File: config.mk
export PLATFORM = sky130hd
export DESIGN_NAME = wnpt_ram
export DESIGN_NICKNAME = d
export VERILOG_FILES = /design/src/rtl/wnpt_ram.sv
export SDC_FILE = /design/constraint.sdc
export NUM_CORES = 1
export LEC_CHECK = 0
export BUFFER_PORTS_ARGS = -buffer_cell sky130_fd_sc_hd__buf_2
export CORE_MARGIN = 4
export CORE_UTILIZATION = 30
export CTS_BUF_LIST = sky130_fd_sc_hd__clkbuf_16
export DETAILED_ROUTE_END_ITERATION = 16
export HOLD_SLACK_MARGIN = 0.02
export SLEW_MARGIN = 20
export SYNTH_ARGS = -nofsm -noshare
export SYNTH_HDL_FRONTEND = slang
export SYNTH_SLANG_ARGS = --single-unit
File: constraint.sdc
create_clock -name i_clk -period 2 [get_ports i_clk]
set_input_delay 0.2 -clock i_clk [delete_from_list [all_inputs] [get_ports i_clk]]
set_output_delay 0.2 -clock i_clk [all_outputs]
set_load 0.005 [all_outputs]
File: src/rtl/wnpt_ram.sv
// generic single port ram with registered read
module wnpt_ram #(
    parameter int WIDTH = 8,
    parameter int DEPTH = 16
) (
    input  logic                     i_clk,
    input  logic                     i_we,
    input  logic [$clog2(DEPTH)-1:0] i_addr,
    input  logic [WIDTH-1:0]         i_wdata,
    output logic [WIDTH-1:0]         o_rdata
);
    logic [WIDTH-1:0] r_mem [DEPTH];
    logic [WIDTH-1:0] r_rdata;

    always_ff @(posedge i_clk) begin
        if (i_we) begin
            r_mem[i_addr] <= i_wdata;
        end
        r_rdata <= r_mem[i_addr];
    end

    assign o_rdata = r_rdata;
endmodule

==> tab_implementation.tex <==
\begin{tabular}{lr}
\hline
Metric & Value \\
\hline
\multicolumn{2}{l}{\textbf{Floorplanning}} \\
Initial Utilization & 0.3056 \\
Horiz. Die Dim & about 140 um \\
Area of the die & $\sim$0.019 mm2 \\
Std-Cell Core Area & about 0.017 mm2 \\
Row count & 47 \\
Die Y-Extent & between 100 and 150 um \\
Number of placed I/O pins & 22 \\
\multicolumn{2}{l}{\textbf{Worst hold path}} \\
Class of the tightest hold or removal check & in2reg \\
\multicolumn{2}{l}{\textbf{Power}} \\
Power density of the placed cells & $\sim$1100 mW/mm2 \\
Switching power as a share of total power & 0.1881 \\
Logic gate share of total power & 0.045 \\
Proportion of power drawn by the clock network & 0.469 \\
Largest vdd supply drop & between 0.5 and 0.6 mV \\
Sequential share of power & 0.486 \\
Net switching power & 0.001243 W \\
Static Leakage & approximately 2.1 nW \\
Internal power contribution & about 0.0054 W \\
\multicolumn{2}{l}{\textbf{Run}} \\
Count of maximum capacitance violations & 0 \\
\multicolumn{2}{l}{\textbf{Global routing}} \\
GRT met3 Usage & 0.04390 \\
Number of antenna violations at the first check in global routing & 0 \\
Met2 Track Usage GR & 0.1689 \\
Pin count of the biggest net entering global routing & 40 \\
First-pass GRT wire length & about 15 mm \\
Met1 layer usage reported by global route & 0.1547 \\
Global-route total usage across every layer & 0.1140 \\
Number of global-route vias before repair & between 2,000 and 2,500 \\
Routing layer with the top usage in global route & met2 \\
Remaining global-route overflow & 0 \\
\multicolumn{2}{l}{\textbf{Setup path}} \\
Crit-path max FO & 1 \\
Setup crit end kind & flip-flop \\
Top Family by Delay on Critical Path & multiplexers \\
CP max stage cell & sky130\_fd\_sc\_hd\_\_mux4\_2 \\
Setup crit start kind & flip-flop \\
CP bufs+invs & 0 \\
Critical path arrival & 1.67 ns \\
CP peak stage delay & $\sim$0.48 ns \\
Cell-by-cell trace of the critical path & mux4\_2, a22oi\_1, nand2\_1 \\
Critical Path RT & 2.29 ns \\
CP Class & reg2reg \\
\multicolumn{2}{l}{\textbf{Clocking}} \\
Count of hold buffers inserted by post-cts repair & 0 \\
Number of H-tree levels & 4 \\
Clock buffer count from CTS & 17 \\
Clock tree from TritonCTS & built \\
CTS max path bufs & 2 \\
Clock insertion delay at the later pin of the skew report & between 0.4 and 0.5 ns \\
Clock slew at the register clock pins of the worst setup and hold paths & approximately 0.050 ns \\
Number of gates given a new drive strength after cts & 0 \\
Total number of clock tree sinks & 136 \\
Buffer cell driving the clock tree root & sky130\_fd\_sc\_hd\_\_clkbuf\_16 \\
Total setup buffers inserted after CTS & 0 \\
\multicolumn{2}{l}{\textbf{Place}} \\
Placer's final routability congestion estimate & 0.7675 \\
Placed cell count & between 400 and 500 \\
HPWL after detailed placement & 6.418 mm \\
Input/output buffers & 21 \\
\multicolumn{2}{l}{\textbf{STA}} \\
Max Slew Vio Count & 0 \\
Setup violations, final & 0 \\
Relative slew margins & 0.6062 \\
Setup skew after layout & 0.004036 ns \\
Max Freq & around 0.73 GHz \\
Crit share post-route & 0.6863 \\
Post-route setup TNS & 0 ns \\
RSZ-0062 raised after global routing & false \\
Transition time at the pin with the least slew margin & between 0.5 and 0.6 ns \\
Final hold violation count & 0 \\
Shortest clock period the worst path allows after layout & roughly 1.4 ns \\
\multicolumn{2}{l}{\textbf{Layout}} \\
FF/Latch Area & $\sim$0.0040 mm2 \\
Layout cell share with drive strength beyond 1 & 0.3458 \\
Number of standard cells in the layout, taps in and fillers out & 515 \\
Number of diodes & 0 \\
Area taken by multi-input logic gates & 0.001003 mm2 \\
Count of nets after finishing & slightly below 300 \\
\# fillers & about 1,500 \\
Area growth from synthesis to layout & 21.95\% \\
Commonest cells after routing, fill and taps aside & sky130\_fd\_sc\_hd\_\_edfxtp\_1, sky130\_fd\_sc\_hd\_\_mux4\_2, sky130\_fd\_sc\_hd\_\_buf\_2, sky130\_fd\_sc\_hd\_\_buf\_4, sky130\_fd\_sc\_hd\_\_clkbuf\_16 \\
Most frequent standard cell in the layout excluding fill and tap cells & sky130\_fd\_sc\_hd\_\_edfxtp\_1 \\
\multicolumn{2}{l}{\textbf{Routing}} \\
Count of antenna-violating nets left after detailed routing & 0 \\
Drt initial violations & between 100 and 150 \\
DR WL/cell & $\sim$19 um \\
Overall routed net length & 9.800 mm \\
Vias per cell & 4.548 \\
Routed via count & approximately 2,300 \\
Residual DRC count & 0 \\
Initial DRT Pass Iterations & 4 \\
\multicolumn{2}{l}{\textbf{Yosys}} \\
Number of distinct standard cells referenced by the synthesized netlist & 18 \\
Mapped Area & slightly above 0.005 mm2 \\
Synth Instances & 230 \\
\#FFs+latches synth & between 100 and 150 \\
Share of the yosys chip area belonging to registers & 0.7901 \\
Average cell area after synthesis & 22.03 um2 \\
Total nets after synthesis & roughly 240 \\
Synth warn & 0 \\
\multicolumn{2}{l}{\textbf{Outcome}} \\
Result of the run & completed \\
\hline
\end{tabular}
[Yosys cell counts (all sizes together)]
cell type  instances  area share
a22oi             16       0.024
and2               1      0.0012
buf                8      0.0094
clkbuf             3      0.0025
dfxtp              8       0.032
edfxtp           128        0.76
mux4              32        0.14
nand2              9      0.0067
nand2b             2      0.0025
nand3              1     0.00099
nand3b             2      0.0030
nor2              13      0.0096
nor2b              2      0.0025
nor3               4      0.0040
or3b               1      0.0017
[power by group through the flow]
stage	Combinational [W]	Sequential (W)	Clock, W
finish	0.000299	0.00321	0.00309
global route	0.000328	0.00322	0.00328
CTS	0.000306	0.00321	0.00316
detailed placement	0.000306	0.00327	0
global placement	0.000298	0.00327	0
floorplan	0.000164	0.00326	0
[cells by family after synthesis]
kind of cell	count (synthesis)	synth area share
flip-flops	136	0.7901
multiplexers	32	0.1422
AO/OA/AOI/OAI	16	0.02370
buffers and inverters	11	0.01185
AND/OR/NAND/NOR	35	0.03210
[area by class of cell]
type | instances | area share
well taps | 220 | 0.04454
clock inverters | 15 | 0.02733
flip-flops and latches | 136 | 0.6479
clock buffers | 17 | 0.06884
repair buffers | 44 | 0.04900
multi-input cells | 83 | 0.1624
[metal layers]
| layer | vias up | routed length [um] |
|---|---|---|
| li1 | 1067 | - |
| met1 | 1204 | 4536 |
| met2 | 59 | 4600 |
| met3 | 12 | 546 |
| met4 | 0 | 116 |
| met5 | - | 0 |
[final timing paths]
path,from,to,slack [ns],depth (start not counted)
setup reg to reg,r_mem[3][5],o_rdata[5],0.63,3
hold reg to reg,r_mem[14][0],o_rdata[0],0.67,3
setup / recovery,r_mem[3][5],o_rdata[5],0.63,3
hold / removal,i_wdata[6],r_mem[6][6],0.18,1
[registers in the layout, summed over array words and instances (netlist names)]
name / flops
o_rdata: 8
r_mem: 128
[metrics by stage]
step	area [um2]	total power, W	worst slack, ns	hold WS [ns]	utilization
final	6180	0.006604	0.6274	0.1849	0.3726
after global routing	6180	0.006828	0.5691	0.1812	0.3726
after CTS	6180	0.006682	0.6251	0.1685	0.3726
after detailed placement	5585	0.003577	0.2735	0.5785	0.3368
after global placement	5585	0.003567	0.3077	0.5826	0.3368
after floorplan	5067	0.003425	0.3070	0.2989	-
(Power assumes the default switching activity.)
