<file path="src/rtl/wnpt_pkg.sv">
// shared types and constants for the windowed nearest point table
package wnpt_pkg;

    localparam int TABLE_ENTRIES = 64;
    localparam int ADDR_W        = $clog2(TABLE_ENTRIES);
    localparam int MAX_RESULTS   = 8;
    localparam int IDX_W         = $clog2(MAX_RESULTS);
    localparam int CNT_W         = IDX_W + 1;
    localparam int COORD_W       = 24;
    localparam int LIMIT_W       = 23;
    localparam int TAG_W         = 32;
    localparam int DIST_W        = 48;
    localparam int MM_W          = 4;
    localparam int ENTRY_W       = 2 * COORD_W + TAG_W;
    localparam int PADDR_W       = 3;

    localparam logic [LIMIT_W-1:0] LIMIT_RESET = 23'd2560;
    localparam logic [MM_W-1:0]    MM_RESET    = 4'd5;

    typedef enum logic [0:0] {
        REG_DISTANCE_LIMIT = 1'b0,
        REG_MAX_MATCHES    = 1'b1
    } t_reg_idx;

    typedef enum logic [1:0] {
        MODE_INSERT = 2'd0,
        MODE_REMOVE = 2'd1,
        MODE_QUERY  = 2'd2,
        MODE_NONE   = 2'd3
    } t_mode;

    typedef enum logic [1:0] {
        STAT_OK        = 2'd0,
        STAT_DUP       = 2'd1,
        STAT_FULL      = 2'd2,
        STAT_NOT_FOUND = 2'd3
    } t_status;

    typedef enum logic [1:0] {
        ST_IDLE,
        ST_SCAN,
        ST_FIN,
        ST_EMIT
    } t_state;

    typedef struct packed {
        logic [1:0]                mode;
        logic signed [COORD_W-1:0] pos_x;
        logic signed [COORD_W-1:0] pos_y;
        logic [TAG_W-1:0]          trip_tag;
    } t_in_word;

    typedef struct packed {
        logic [1:0]        status;
        logic              match_found;
        logic [TAG_W-1:0]  match_tag;
        logic [DIST_W-1:0] dist_squared;
        logic              last;
    } t_out_word;

    // candidate entry leaving the distance pipeline
    typedef struct packed {
        logic              vld;
        logic [DIST_W-1:0] dsq;
        logic [TAG_W-1:0]  tag;
    } t_cand;

endpackage

</file>
<file path="src/rtl/wnpt_dist.sv">
// window check and squared distance pipeline, three register stages
module wnpt_dist (
    input  logic                              i_clk,
    input  logic                              i_rst_n,
    input  logic                              i_vld,
    input  logic signed [wnpt_pkg::COORD_W-1:0] i_px,
    input  logic signed [wnpt_pkg::COORD_W-1:0] i_py,
    input  logic signed [wnpt_pkg::COORD_W-1:0] i_ex,
    input  logic signed [wnpt_pkg::COORD_W-1:0] i_ey,
    input  logic [wnpt_pkg::TAG_W-1:0]        i_tag,
    input  logic [wnpt_pkg::LIMIT_W-1:0]      i_limit,
    output wnpt_pkg::t_cand                   o_cand,
    output logic                              o_busy
);
    import wnpt_pkg::*;

    logic signed [COORD_W:0] dx, dy;
    logic [COORD_W:0]        ax, ay;
    logic                    in_win;

    logic                 r_s1_vld, r_s2_vld, r_s3_vld;
    logic [LIMIT_W-1:0]   r_s1_ax, r_s1_ay;
    logic [TAG_W-1:0]     r_s1_tag, r_s2_tag, r_s3_tag;
    logic [2*LIMIT_W-1:0] r_s2_xx, r_s2_yy;
    logic [DIST_W-1:0]    r_s3_d;

    always_comb begin
        dx = {i_px[COORD_W-1], i_px} - {i_ex[COORD_W-1], i_ex};
        dy = {i_py[COORD_W-1], i_py} - {i_ey[COORD_W-1], i_ey};
        ax = dx[COORD_W] ? (COORD_W+1)'(0) - dx : dx;
        ay = dy[COORD_W] ? (COORD_W+1)'(0) - dy : dy;
        in_win = (ax <= {2'b00, i_limit}) && (ay <= {2'b00, i_limit});
    end

    always_ff @(posedge i_clk) begin
        if (!i_rst_n) begin
            r_s1_vld <= 1'b0;
            r_s2_vld <= 1'b0;
            r_s3_vld <= 1'b0;
        end else begin
            r_s1_vld <= i_vld && in_win;
            r_s2_vld <= r_s1_vld;
            r_s3_vld <= r_s2_vld;
        end
        r_s1_ax  <= ax[LIMIT_W-1:0];
        r_s1_ay  <= ay[LIMIT_W-1:0];
        r_s1_tag <= i_tag;
        r_s2_xx  <= r_s1_ax * r_s1_ax;
        r_s2_yy  <= r_s1_ay * r_s1_ay;
        r_s2_tag <= r_s1_tag;
        r_s3_d   <= DIST_W'(r_s2_xx) + DIST_W'(r_s2_yy);
        r_s3_tag <= r_s2_tag;
    end

    assign o_cand = '{vld: r_s3_vld, dsq: r_s3_d, tag: r_s3_tag};
    assign o_busy = r_s1_vld || r_s2_vld || r_s3_vld;
endmodule

</file>
<file path="config.mk">
export PLATFORM = sky130hd
export DESIGN_NAME = wnpt_dist
export DESIGN_NICKNAME = d
export VERILOG_FILES = /design/src/rtl/wnpt_pkg.sv /design/src/rtl/wnpt_dist.sv
export SDC_FILE = /design/constraint.sdc
export NUM_CORES = 2
export LEC_CHECK = 0
export BUFFER_PORTS_ARGS = -buffer_cell sky130_fd_sc_hd__buf_2
export CAP_MARGIN = 20
export CORE_ASPECT_RATIO = 1.4
export CORE_MARGIN = 1.5
export CORE_UTILIZATION = 35
export CTS_BUF_LIST = sky130_fd_sc_hd__clkbuf_4 sky130_fd_sc_hd__clkbuf_8
export DETAILED_ROUTE_END_ITERATION = 8
export HOLD_SLACK_MARGIN = 0.03
export MAX_ROUTING_LAYER = met4
export PLACE_DENSITY = 0.59
export SYNTH_ARGS = -nofsm -noshare
export SYNTH_HDL_FRONTEND = slang
export SYNTH_SLANG_ARGS = --single-unit
export TNS_END_PERCENT = 100
</file>
<file path="constraint.sdc">
create_clock -name i_clk -period 9.4 [get_ports i_clk]
set_clock_uncertainty 0.05 [all_clocks]
set_input_delay 1.41 -clock i_clk [delete_from_list [all_inputs] [get_ports i_clk]]
set_output_delay 1.41 -clock i_clk [all_outputs]
set_load 0.05 [all_outputs]
</file>
==> impl_metrics.json <==
{
  "synth_edf_count": 0,
  "drc": 0,
  "post_cts_resized": 0,
  "synth-seq-cells": 282,
  "htree_levels": 2,
  "cts_max_path_buffers": 3,
  "ys.flop_type": "dfxtp_1",
  "use_met3": 0.0206,
  "endpoint_kind": "flip-flop",
  "syn_nets": 5913,
  "r2r_start": "r_s1_ay[0]$_DFF_P_",
  "fin_nets": 6130,
  "die_w_um": 296,
  "cts_buffers": 51,
  "synth.distinct_cells": 88,
  "crit_path_max_incr_delay_ns": 0.77,
  "hp-class": "reg -> reg",
  "gp_congestion": 0.919,
  "cp_data_required_time_ns": 9.86,
  "ios": 236,
  "start_kind": "flip-flop",
  "clock_sinks": 282,
  "io_buffers": 234,
  "synth_area_per_cell_um2": 9.37,
  "die_h_um": 414,
  "outcome": "completed",
  "syn_area_um2": 42100,
  "tightest_slew_ns": 1.17,
  "rsz0062_at_grt": "false",
  "synthArstFlopShare": 0,
  "critPathMaxFanout": 17,
  "finalWirelength_um": 110000,
  "cap_violations": 0,
  "clk_transition_reported_paths_ns": 0.06,
  "dp_hpwl_um": 94400,
  "max_freq_mhz": 123,
  "holdWs_ns": 0.257,
  "relSlewSlack": 0.220,
  "cp_data_arrival_time_ns": 8.62,
  "initial_utilization": 0.353,
  "use_met1": 0.205,
  "grt_max_degree": 26,
  "cts-root-buf": "clkbuf_8",
  "vias_per_cell": 4.79,
  "busiest_layer": "met2",
  "grt_util_all_layers": 0.191,
  "synthCells": 4500,
  "grt_overflow": 0,
  "postCtsSetupBuffers": 0,
  "crit_type": "reg -> reg",
  "clk_latency_ns": 0.66,
  "routedWlPerCell_um": 17.4,
  "core_um2": 119000,
  "antenna_found_initial": 3,
  "area.growth.synth_to_final_pct": 9.92,
  "crit_path_top_delay_cell": "dfxtp_1",
  "crit_path_frequent_cell": "inv_1",
  "grt_pass1_wl_um": 176000,
  "min_period_over_period": 0.867,
  "drtIter0Drc": 1117,
  "cts_hold_buf": 0,
  "tns_ns": 0,
  "dr.pass1.iters": 5,
  "use_met2": 0.356,
  "finalHoldViolations": 0,
  "yosysSeqAreaShare": 0.134,
  "final_antenna_net_count": 0,
  "setup_viol": 0,
  "die_area_um2": 123000,
  "n_fill_cell": 12100,
  "final-max-slew-violation-count": 0,
  "crit_start": "r_s1_ay[0]$_DFF_P_",
  "worstHoldStart": "r_s1_tag[25]$_DFF_P_",
  "first_global_vias": 33500,
  "period_minus_slack_ns": 8.15,
  "dr_total_vias": 30400,
  "rows": 150,
  "drive_above_1_share": 0.0881,
  "cts_tree": "built",
  "yosys_warnings": 0
}
[Yosys cell counts, types with 83 or more instances]
| cell type | count | share of area |
|---|---|---|
| dfxtp_1 | 282 | 0.13 |
| and2_1 | 210 | 0.031 |
| nand2_1 | 354 | 0.032 |
| nor2_1 | 176 | 0.016 |
| xor2_1 | 83 | 0.017 |
| fa_1 | 772 | 0.37 |
| clkbuf_1 | 105 | 0.0094 |
| a21oi_1 | 164 | 0.019 |
| inv_1 | 1094 | 0.097 |
| xnor2_1 | 124 | 0.026 |
| o21ai_0 | 93 | 0.011 |
| ha_1 | 487 | 0.14 |
[critical path: cells and delay by family (launching register included)]
kind	cells	cell delay (ns)
fa+ha+maj	8	3.12
xor+xnor	1	0.13
simple gates	3	0.90
compound gates	7	1.95
buf+inv	9	1.12
flops	1	0.77
[per-layer routing]
metal | routed length, um | share of wire
met5 | 0 | 0
met4 | 4790 | 0.043
met3 | 4720 | 0.043
met2 | 58900 | 0.53
met1 | 42000 | 0.38
[placed cells by master, fill, tap and decap left out, types with 8 or more instances in the layout]
cell,n
buf_2,234
nand2b_1,29
o211ai_1,15
xor2_1,83
a211oi_1,22
nor4_1,8
nor2_1,176
o21ai_0,93
and3_1,16
nand3_1,33
nand4_1,28
fa_1,772
buf_4,46
clkbuf_4,13
a31o_2,9
ha_1,487
nand2_1,354
a21o_1,80
a21oi_1,164
o21a_1,33
o31ai_1,14
dfxtp_1,282
clkbuf_8,58
and2_1,210
clkinv_2,10
nor2b_1,36
o2111ai_1,9
or3_1,11
nor3_1,41
or2_2,10
inv_1,1094
xnor2_1,124
a31oi_1,13
o21bai_1,20
[metrics by stage]
stage / util / area (um^2) / std cells / setup WS (ns)
final: 0.388 / 46300 / 6354 / 1.25
after global placement: 0.378 / 45200 / 6259 / 1.33
after global routing: 0.388 / 46300 / 6353 / 0.539
after floorplan: - / 42100 / 4500 / 2.16
after detailed placement: 0.378 / 45200 / 6259 / 1.16
after CTS: 0.388 / 46300 / 6349 / 1.12
[layout make-up]
| type | count | area [um^2] | share of cell area |
|---|---|---|---|
| Multi-Input combinational cell | 3005 | 31900 | 0.688 |
| Sequential cell | 282 | 5650 | 0.122 |
| Inverter | 1096 | 4110 | 0.0888 |
| Tap cell | 1596 | 2000 | 0.0431 |
| Timing Repair Buffer | 281 | 1540 | 0.0333 |
| Clock buffer | 71 | 896 | 0.0193 |
| Clock inverter | 19 | 224 | 0.00483 |
| Antenna cell | 4 | 10.0 | 0.000216 |
[final timing paths]
kind,end,slack [ns],cells past startpoint
worst min register to register,r_s2_tag[25]$_DFF_P_,0.26,0
worst max-delay path,r_s2_yy[45]$_DFF_P_,1.25,28
worst min-delay path,r_s2_tag[25]$_DFF_P_,0.26,0
worst max register to register,r_s2_yy[45]$_DFF_P_,1.25,28
[kinds of logic after synthesis]
| family | Yosys count | synth area share |
|---|---|---|
| adder cells (fa/ha/maj) | 1259 | 0.511 |
| XOR/XNOR | 207 | 0.0430 |
| AO/OA/AOI/OAI | 550 | 0.0865 |
| buffers and inverters | 1213 | 0.109 |
| flip-flops | 282 | 0.134 |
| other | 1 | 0.0000890 |
| multiplexers | 7 | 0.00184 |
| AND/OR/NAND/NOR | 981 | 0.114 |
[state kept, by name, indices dropped and copies added, names as in the netlist]
register,flops
r_s2_vld,1
r_s2_tag,32
r_s2_xx,45
r_s3_d,47
r_s1_ay,23
r_s3_vld,1
r_s1_tag,32
r_s1_ax,23
r_s1_vld,1
r_s2_yy,45
r_s3_tag,32
Power is left out: the tool's default activity adds up to more than one toggle a clock period on the data nets, which glitch-free logic cannot reach.
