$ cat src/rtl/wnpt_pkg.sv
// shared types and constants for the windowed nearest point table
package wnpt_pkg;

    localparam int TABLE_ENTRIES = 64;
    localparam int ADDR_W        = $clog2(TABLE_ENTRIES);
    localparam int MAX_RESULTS   = 8;
    localparam int IDX_W         = $clog2(MAX_RESULTS);
    localparam int CNT_W         = IDX_W + 1;
    localparam int COORD_W       = 24;
    localparam int LIMIT_W       = 23;
    localparam int TAG_W         = 32;
    localparam int DIST_W        = 48;
    localparam int MM_W          = 4;
    localparam int ENTRY_W       = 2 * COORD_W + TAG_W;
    localparam int PADDR_W       = 3;

    localparam logic [LIMIT_W-1:0] LIMIT_RESET = 23'd2560;
    localparam logic [MM_W-1:0]    MM_RESET    = 4'd5;

    typedef enum logic [0:0] {
        REG_DISTANCE_LIMIT = 1'b0,
        REG_MAX_MATCHES    = 1'b1
    } t_reg_idx;

    typedef enum logic [1:0] {
        MODE_INSERT = 2'd0,
        MODE_REMOVE = 2'd1,
        MODE_QUERY  = 2'd2,
        MODE_NONE   = 2'd3
    } t_mode;

    typedef enum logic [1:0] {
        STAT_OK        = 2'd0,
        STAT_DUP       = 2'd1,
        STAT_FULL      = 2'd2,
        STAT_NOT_FOUND = 2'd3
    } t_status;

    typedef enum logic [1:0] {
        ST_IDLE,
        ST_SCAN,
        ST_FIN,
        ST_EMIT
    } t_state;

    typedef struct packed {
        logic [1:0]                mode;
        logic signed [COORD_W-1:0] pos_x;
        logic signed [COORD_W-1:0] pos_y;
        logic [TAG_W-1:0]          trip_tag;
    } t_in_word;

    typedef struct packed {
        logic [1:0]        status;
        logic              match_found;
        logic [TAG_W-1:0]  match_tag;
        logic [DIST_W-1:0] dist_squared;
        logic              last;
    } t_out_word;

    // candidate entry leaving the distance pipeline
    typedef struct packed {
        logic              vld;
        logic [DIST_W-1:0] dsq;
        logic [TAG_W-1:0]  tag;
    } t_cand;

endpackage

$ cat src/rtl/wnpt_sort.sv
// sorted list of the nearest candidates, ties keep arrival order
module wnpt_sort (
    input  logic                        i_clk,
    input  logic                        i_rst_n,
    input  logic                        i_clear,
    input  wnpt_pkg::t_cand             i_cand,
    input  logic [wnpt_pkg::IDX_W-1:0]  i_rd_idx,
    output logic [wnpt_pkg::CNT_W-1:0]  o_count,
    output logic [wnpt_pkg::DIST_W-1:0] o_rd_dist,
    output logic [wnpt_pkg::TAG_W-1:0]  o_rd_tag
);
    import wnpt_pkg::*;

    logic [DIST_W-1:0]      r_d [MAX_RESULTS];
    logic [TAG_W-1:0]       r_t [MAX_RESULTS];
    logic [CNT_W-1:0]       r_n;
    logic [MAX_RESULTS-1:0] le;

    always_comb begin
        for (int j = 0; j < MAX_RESULTS; j++) begin
            le[j] = (CNT_W'(j) < r_n) && (r_d[j] <= i_cand.dsq);
        end
    end

    always_ff @(posedge i_clk) begin
        if (!i_rst_n || i_clear) begin
            r_n <= '0;
        end else if (i_cand.vld && r_n != CNT_W'(MAX_RESULTS)) begin
            r_n <= r_n + 1'b1;
        end
        if (i_cand.vld) begin
            for (int j = 0; j < MAX_RESULTS; j++) begin
                if (!le[j]) begin
                    if (j == 0 || le[(j == 0) ? 0 : j-1]) begin
                        r_d[j] <= i_cand.dsq;
                        r_t[j] <= i_cand.tag;
                    end else begin
                        r_d[j] <= r_d[(j == 0) ? 0 : j-1];
                        r_t[j] <= r_t[(j == 0) ? 0 : j-1];
                    end
                end
            end
        end
    end

    assign o_count   = r_n;
    assign o_rd_dist = r_d[i_rd_idx];
    assign o_rd_tag  = r_t[i_rd_idx];
endmodule

$ cat config.mk
export PLATFORM = sky130hd
export DESIGN_NAME = wnpt_sort
export DESIGN_NICKNAME = d
export VERILOG_FILES = /design/src/rtl/wnpt_pkg.sv /design/src/rtl/wnpt_sort.sv
export SDC_FILE = /design/constraint.sdc
export NUM_CORES = 1
export LEC_CHECK = 0
export BUFFER_PORTS_ARGS = -buffer_cell sky130_fd_sc_hd__buf_2
export CAP_MARGIN = 20
export CORE_UTILIZATION = 45
export CTS_CLUSTER_SIZE = 14
export DETAILED_ROUTE_END_ITERATION = 8
export PLACE_DENSITY = 0.59
export SLEW_MARGIN = 20
export SYNTH_ARGS = -nofsm -noshare
export SYNTH_HDL_FRONTEND = slang
export SYNTH_SLANG_ARGS = --single-unit
$ cat constraint.sdc
create_clock -name i_clk -period 7.4 [get_ports i_clk]
set_input_delay 1.11 -clock i_clk [delete_from_list [all_inputs] [get_ports i_clk]]
set_output_delay 1.11 -clock i_clk [all_outputs]
set_load 0.02 [all_outputs]
==> flow_summary.html <==
<table>
<tr><th>Metric</th><th>Value</th></tr>
<tr><th colspan="2">Synth</th></tr>
<tr><td>Seq cells post-synth</td><td>between 600 and 700</td></tr>
<tr><td>Yosys top cell area share</td><td>47.3%</td></tr>
<tr><td>Most used standard cell by instance count after synthesis</td><td>sky130_fd_sc_hd__edfxtp_1</td></tr>
<tr><td>Mean post-synth cell area</td><td>roughly 15 um^2</td></tr>
<tr><td>Number of flops mapped to enable cells by yosys</td><td>640</td></tr>
<tr><td>Asr flop ratio synth</td><td>0%</td></tr>
<tr><td>Syn_nets</td><td>3107</td></tr>
<tr><td>Sequential area share after synthesis</td><td>approximately 48%</td></tr>
<tr><td>Gate count of the mapped netlist</td><td>2634</td></tr>
<tr><td>Top cells by area in the synthesized netlist</td><td>sky130_fd_sc_hd__edfxtp_1 47%, sky130_fd_sc_hd__ha_1 12%, sky130_fd_sc_hd__mux2_4 8.9%</td></tr>
<tr><td>Most frequent cells after synthesis</td><td>640 x sky130_fd_sc_hd__edfxtp_1, 386 x sky130_fd_sc_hd__ha_1, 292 x sky130_fd_sc_hd__mux2_2</td></tr>
<tr><td>Post-synthesis cell type count</td><td>76</td></tr>
<tr><td>Library cell occupying the most area in the post-synthesis netlist</td><td>sky130_fd_sc_hd__edfxtp_1</td></tr>
<tr><td>Most used flip-flop cell after synthesis</td><td>sky130_fd_sc_hd__edfxtp_1</td></tr>
<tr><td>Synthesis warning total</td><td>0</td></tr>
<tr><td>Mapped cell area</td><td>~40000 um^2</td></tr>
<tr><th colspan="2">Place</th></tr>
<tr><td>Cell area after placement</td><td>42600 um^2</td></tr>
<tr><td>Port-buffer cells</td><td>between 150 and 200</td></tr>
<tr><td>Pre-CTS setup slack</td><td>1660 ps</td></tr>
<tr><td>Routability-driven placement congestion ratio</td><td>approximately 0.9</td></tr>
<tr><td>Placed cell count</td><td>3899</td></tr>
<tr><td>Detailed placer's ending HPWL</td><td>between 80000 and 90000 um</td></tr>
<tr><th colspan="2">Critical path</th></tr>
<tr><td>Sequence of cells on the critical path</td><td>buf_2 -&gt; inv_1 -&gt; ha_1 -&gt; nand4_1 -&gt; nor4_2 -&gt; nand3_1 -&gt; nor4_2 -&gt; o41ai_1 -&gt; a21oi_4 -&gt; nand2_4 -&gt; buf_12 -&gt; mux2_1</td></tr>
<tr><td>CP arrival</td><td>5630 ps</td></tr>
<tr><td>Critical path startpoint category</td><td>input port</td></tr>
<tr><td>Highest-delay cell along the critical path</td><td>sky130_fd_sc_hd__nor4_2</td></tr>
<tr><td>Data required time of the critical path</td><td>between 7000 and 8000 ps</td></tr>
<tr><td>Element type at the critical path end</td><td>register</td></tr>
<tr><td>Worst setup path category</td><td>in -&gt; reg</td></tr>
<tr><td>Critical path fanouts, max</td><td>41</td></tr>
<tr><td>Biggest cell delay along the critical path</td><td>slightly above 600 ps</td></tr>
<tr><td>Cell mode on critical path</td><td>sky130_fd_sc_hd__nor4_2</td></tr>
<tr><th colspan="2">STA</th></tr>
<tr><td>Fin Hold WS</td><td>about 550 ps</td></tr>
<tr><td>Setup repair after global routing missed its margin</td><td>false</td></tr>
<tr><td>Setup tns final</td><td>0 ps</td></tr>
<tr><td>Final period utilization</td><td>between 70% and 80%</td></tr>
<tr><td>Final number of max-transition violations</td><td>0</td></tr>
<tr><td>Worst clock skew</td><td>between 20 and 25 ps</td></tr>
<tr><td>Least-Margin Pin Slew</td><td>between 1000 and 1500 ps</td></tr>
<tr><td>Setup Viol. Count Final</td><td>0</td></tr>
<tr><td>Setup WS post-layout</td><td>about 2100 ps</td></tr>
<tr><td>Hold Vio Cnt, Final</td><td>0</td></tr>
<tr><td>Max_slew headroom</td><td>between 20% and 30%</td></tr>
<tr><td>Highest clock frequency the design can meet</td><td>190 MHz</td></tr>
<tr><td>Final worst path period need</td><td>5260 ps</td></tr>
<tr><th colspan="2">Worst hold path</th></tr>
<tr><td>Class of the most critical hold timing path</td><td>reg -&gt; reg</td></tr>
<tr><th colspan="2">Detailed routing</th></tr>
<tr><td>Number of routed nets with antenna violations</td><td>0</td></tr>
<tr><td>Number of detailed-route iterations in the first pass</td><td>7</td></tr>
<tr><td>Vias after detailed routing</td><td>between 20000 and 30000</td></tr>
<tr><td>Final wirelength</td><td>approximately 120000 um</td></tr>
<tr><td>Iteration-0 DRC count of the detailed router</td><td>around 2100</td></tr>
<tr><td>Wire length per cell</td><td>approximately 30 um</td></tr>
<tr><td>Post-detailed-route DRC marker count</td><td>0</td></tr>
<tr><td>Via-per-instance ratio</td><td>roughly 6.2</td></tr>
<tr><th colspan="2">Clocking</th></tr>
<tr><td>Number of hold buffers added after CTS</td><td>0</td></tr>
<tr><td>Total clock buffers created by CTS</td><td>between 70 and 80</td></tr>
<tr><td>Buffers inserted by post-CTS timing repair</td><td>0</td></tr>
<tr><td>Clock sink total</td><td>around 640</td></tr>
<tr><td>Clock Latency Late Sink</td><td>~640 ps</td></tr>
<tr><td>H-Tree Depth</td><td>3</td></tr>
<tr><td>Root buffer selected by CTS</td><td>sky130_fd_sc_hd__clkbuf_16</td></tr>
<tr><td>Resized cells post-CTS</td><td>0</td></tr>
<tr><td>CTS max path bufs</td><td>3</td></tr>
<tr><td>Clock-pin slew on the worst setup and hold paths</td><td>60 ps</td></tr>
<tr><td>Clock tree from TritonCTS</td><td>built</td></tr>
<tr><th colspan="2">Power</th></tr>
<tr><td>Pwr/cell area</td><td>about 230 nW/um^2</td></tr>
<tr><td>Peak VDD IR</td><td>between 150 and 200 uV</td></tr>
<tr><td>Leakage power</td><td>approximately 18 nW</td></tr>
<tr><td>Post-layout power</td><td>10.2 mW</td></tr>
<tr><th colspan="2">Cells and area</th></tr>
<tr><td>Final Non-Filler Cells</td><td>4044</td></tr>
<tr><td>Post-route standard cell area excluding fillers</td><td>45100 um^2</td></tr>
<tr><td>Proportion of layout cells with a drive suffix above 1</td><td>a little over a third</td></tr>
<tr><td>Fillcell total</td><td>around 7400</td></tr>
<tr><td>Final standard cell utilization of the core</td><td>between 50% and 60%</td></tr>
<tr><td>Area Growth Syn to Fin</td><td>11.1%</td></tr>
<tr><td>Number of nets in the layout</td><td>3287</td></tr>
<tr><th colspan="2">Floorplan</th></tr>
<tr><td>Standard cell core area</td><td>~89000 um^2</td></tr>
<tr><td>I/O pin cnt</td><td>about 170</td></tr>
<tr><td>Die span in y</td><td>302 um</td></tr>
<tr><td>Standard-cell rows</td><td>109</td></tr>
<tr><td>Die area</td><td>a little over 90000 um^2</td></tr>
<tr><td>Starting density of the core</td><td>45.7%</td></tr>
<tr><td>Die X</td><td>302 um</td></tr>
<tr><th colspan="2">GRT</th></tr>
<tr><td>First-pass GRT wire length</td><td>around 180000 um</td></tr>
<tr><td>Total track usage</td><td>between 20% and 30%</td></tr>
<tr><td>Via count of the first global-routing pass</td><td>~26000</td></tr>
<tr><td>Number of antenna violations at the first check in global routing</td><td>12</td></tr>
<tr><td>Total gr overflow</td><td>0</td></tr>
<tr><td>Largest net degree at the start of global routing</td><td>a little over 80</td></tr>
<tr><th colspan="2">Run status</th></tr>
<tr><td>Outcome</td><td>finished clean</td></tr>
<tr><th colspan="2">Flow run</th></tr>
<tr><td>MaxCap Viol Count</td><td>0</td></tr>
</table>
==> metal layers <==
| metal | vias up | GRT usage [%] | routed length (um) |
|---|---|---|---|
| li1 | 11087 | - | - |
| met1 | 13178 | 37.4 | 54200 |
| met2 | 812 | 42.5 | 57100 |
| met3 | 175 | 4.88 | 7550 |
| met4 | 16 | 7.73 | 3030 |
| met5 | - | 0 | 99 |
==> final cells by class <==
class / count / area, um^2 / area share, %
multi-input combinational: 1807 / 20300 / 44.9
clock buffer: 96 / 2100 / 4.66
antenna: 5 / 12.5 / 0.0277
clock inverter: 44 / 398 / 0.882
inverter: 78 / 295 / 0.655
timing repair buffer: 205 / 1270 / 2.82
sequential: 644 / 19300 / 42.8
tap: 1165 / 1460 / 3.23
==> power by group <==
group | switching, mW | total [mW] | internal, mW | leakage [nW]
clock | 1.60 | 3.80 | 2.20 | 1.22
combinational | 0.983 | 1.81 | 0.832 | 10.1
sequential | 0.206 | 4.57 | 4.37 | 6.29
==> logic make-up after synthesis <==
kind of cell | synth area share (%)
mux | 28.8
xor+xnor | 0.0647
simple gates | 4.00
buf+inv | 2.75
flops | 47.5
compound gates | 4.94
fa+ha+maj | 11.9
==> path summary, 6_finish.rpt <==
path | slack, ps | cells after the start | startpoint | end
setup / recovery | 2140 | 12 | i_cand[77] | r_d[6][7]
hold reg to reg | 550 | 1 | r_t[2][31] | r_t[3][31]
setup reg to reg | 2590 | 10 | r_d[6][47] | r_d[6][7]
hold / removal | 550 | 1 | r_t[2][31] | r_t[3][31]
==> critical path, delay by kind of cell <==
kind	cells	cell delay, ps
AOI/OAI and AO/OA	2	650
and+or+nand+nor	5	2270
buffers and inverters	3	810
muxes	1	360
adders and majority gates	1	360
==> sequential cells by signal, summed over array words and instances (netlist names) <==
register,cells
r_t,256
r_d,384
o_count,4
==> cells in the final DEF (no fill, tap or decap), drive strengths merged, types with 3 or more instances in the layout <==
| cell | synthesis | final |
|---|---|---|
| nor4 | 16 | 16 |
| ha | 386 | 386 |
| nor3 | 12 | 12 |
| nand2 | 87 | 87 |
| clkbuf | 32 | 96 |
| a211oi | 18 | 18 |
| o21ai | 52 | 52 |
| nor2 | 30 | 30 |
| diode | 0 | 5 |
| a221oi | 12 | 12 |
| or4 | 3 | 3 |
| dfxtp | 4 | 4 |
| a21oi | 151 | 151 |
| and4 | 8 | 8 |
| mux2 | 640 | 640 |
| a31oi | 3 | 3 |
| mux4 | 160 | 160 |
| edfxtp | 640 | 640 |
| a21o | 43 | 43 |
| a2111oi | 4 | 4 |
| bufinv | 0 | 5 |
| inv | 78 | 80 |
| nor2b | 16 | 16 |
| nand4 | 74 | 74 |
| nand2b | 5 | 5 |
| o211ai | 9 | 9 |
| a22oi | 4 | 4 |
| buf | 73 | 205 |
| and2 | 4 | 4 |
| o311ai | 4 | 4 |
| nand3 | 36 | 36 |
| clkinv | 0 | 36 |
Power figures use the tool's default switching activity.
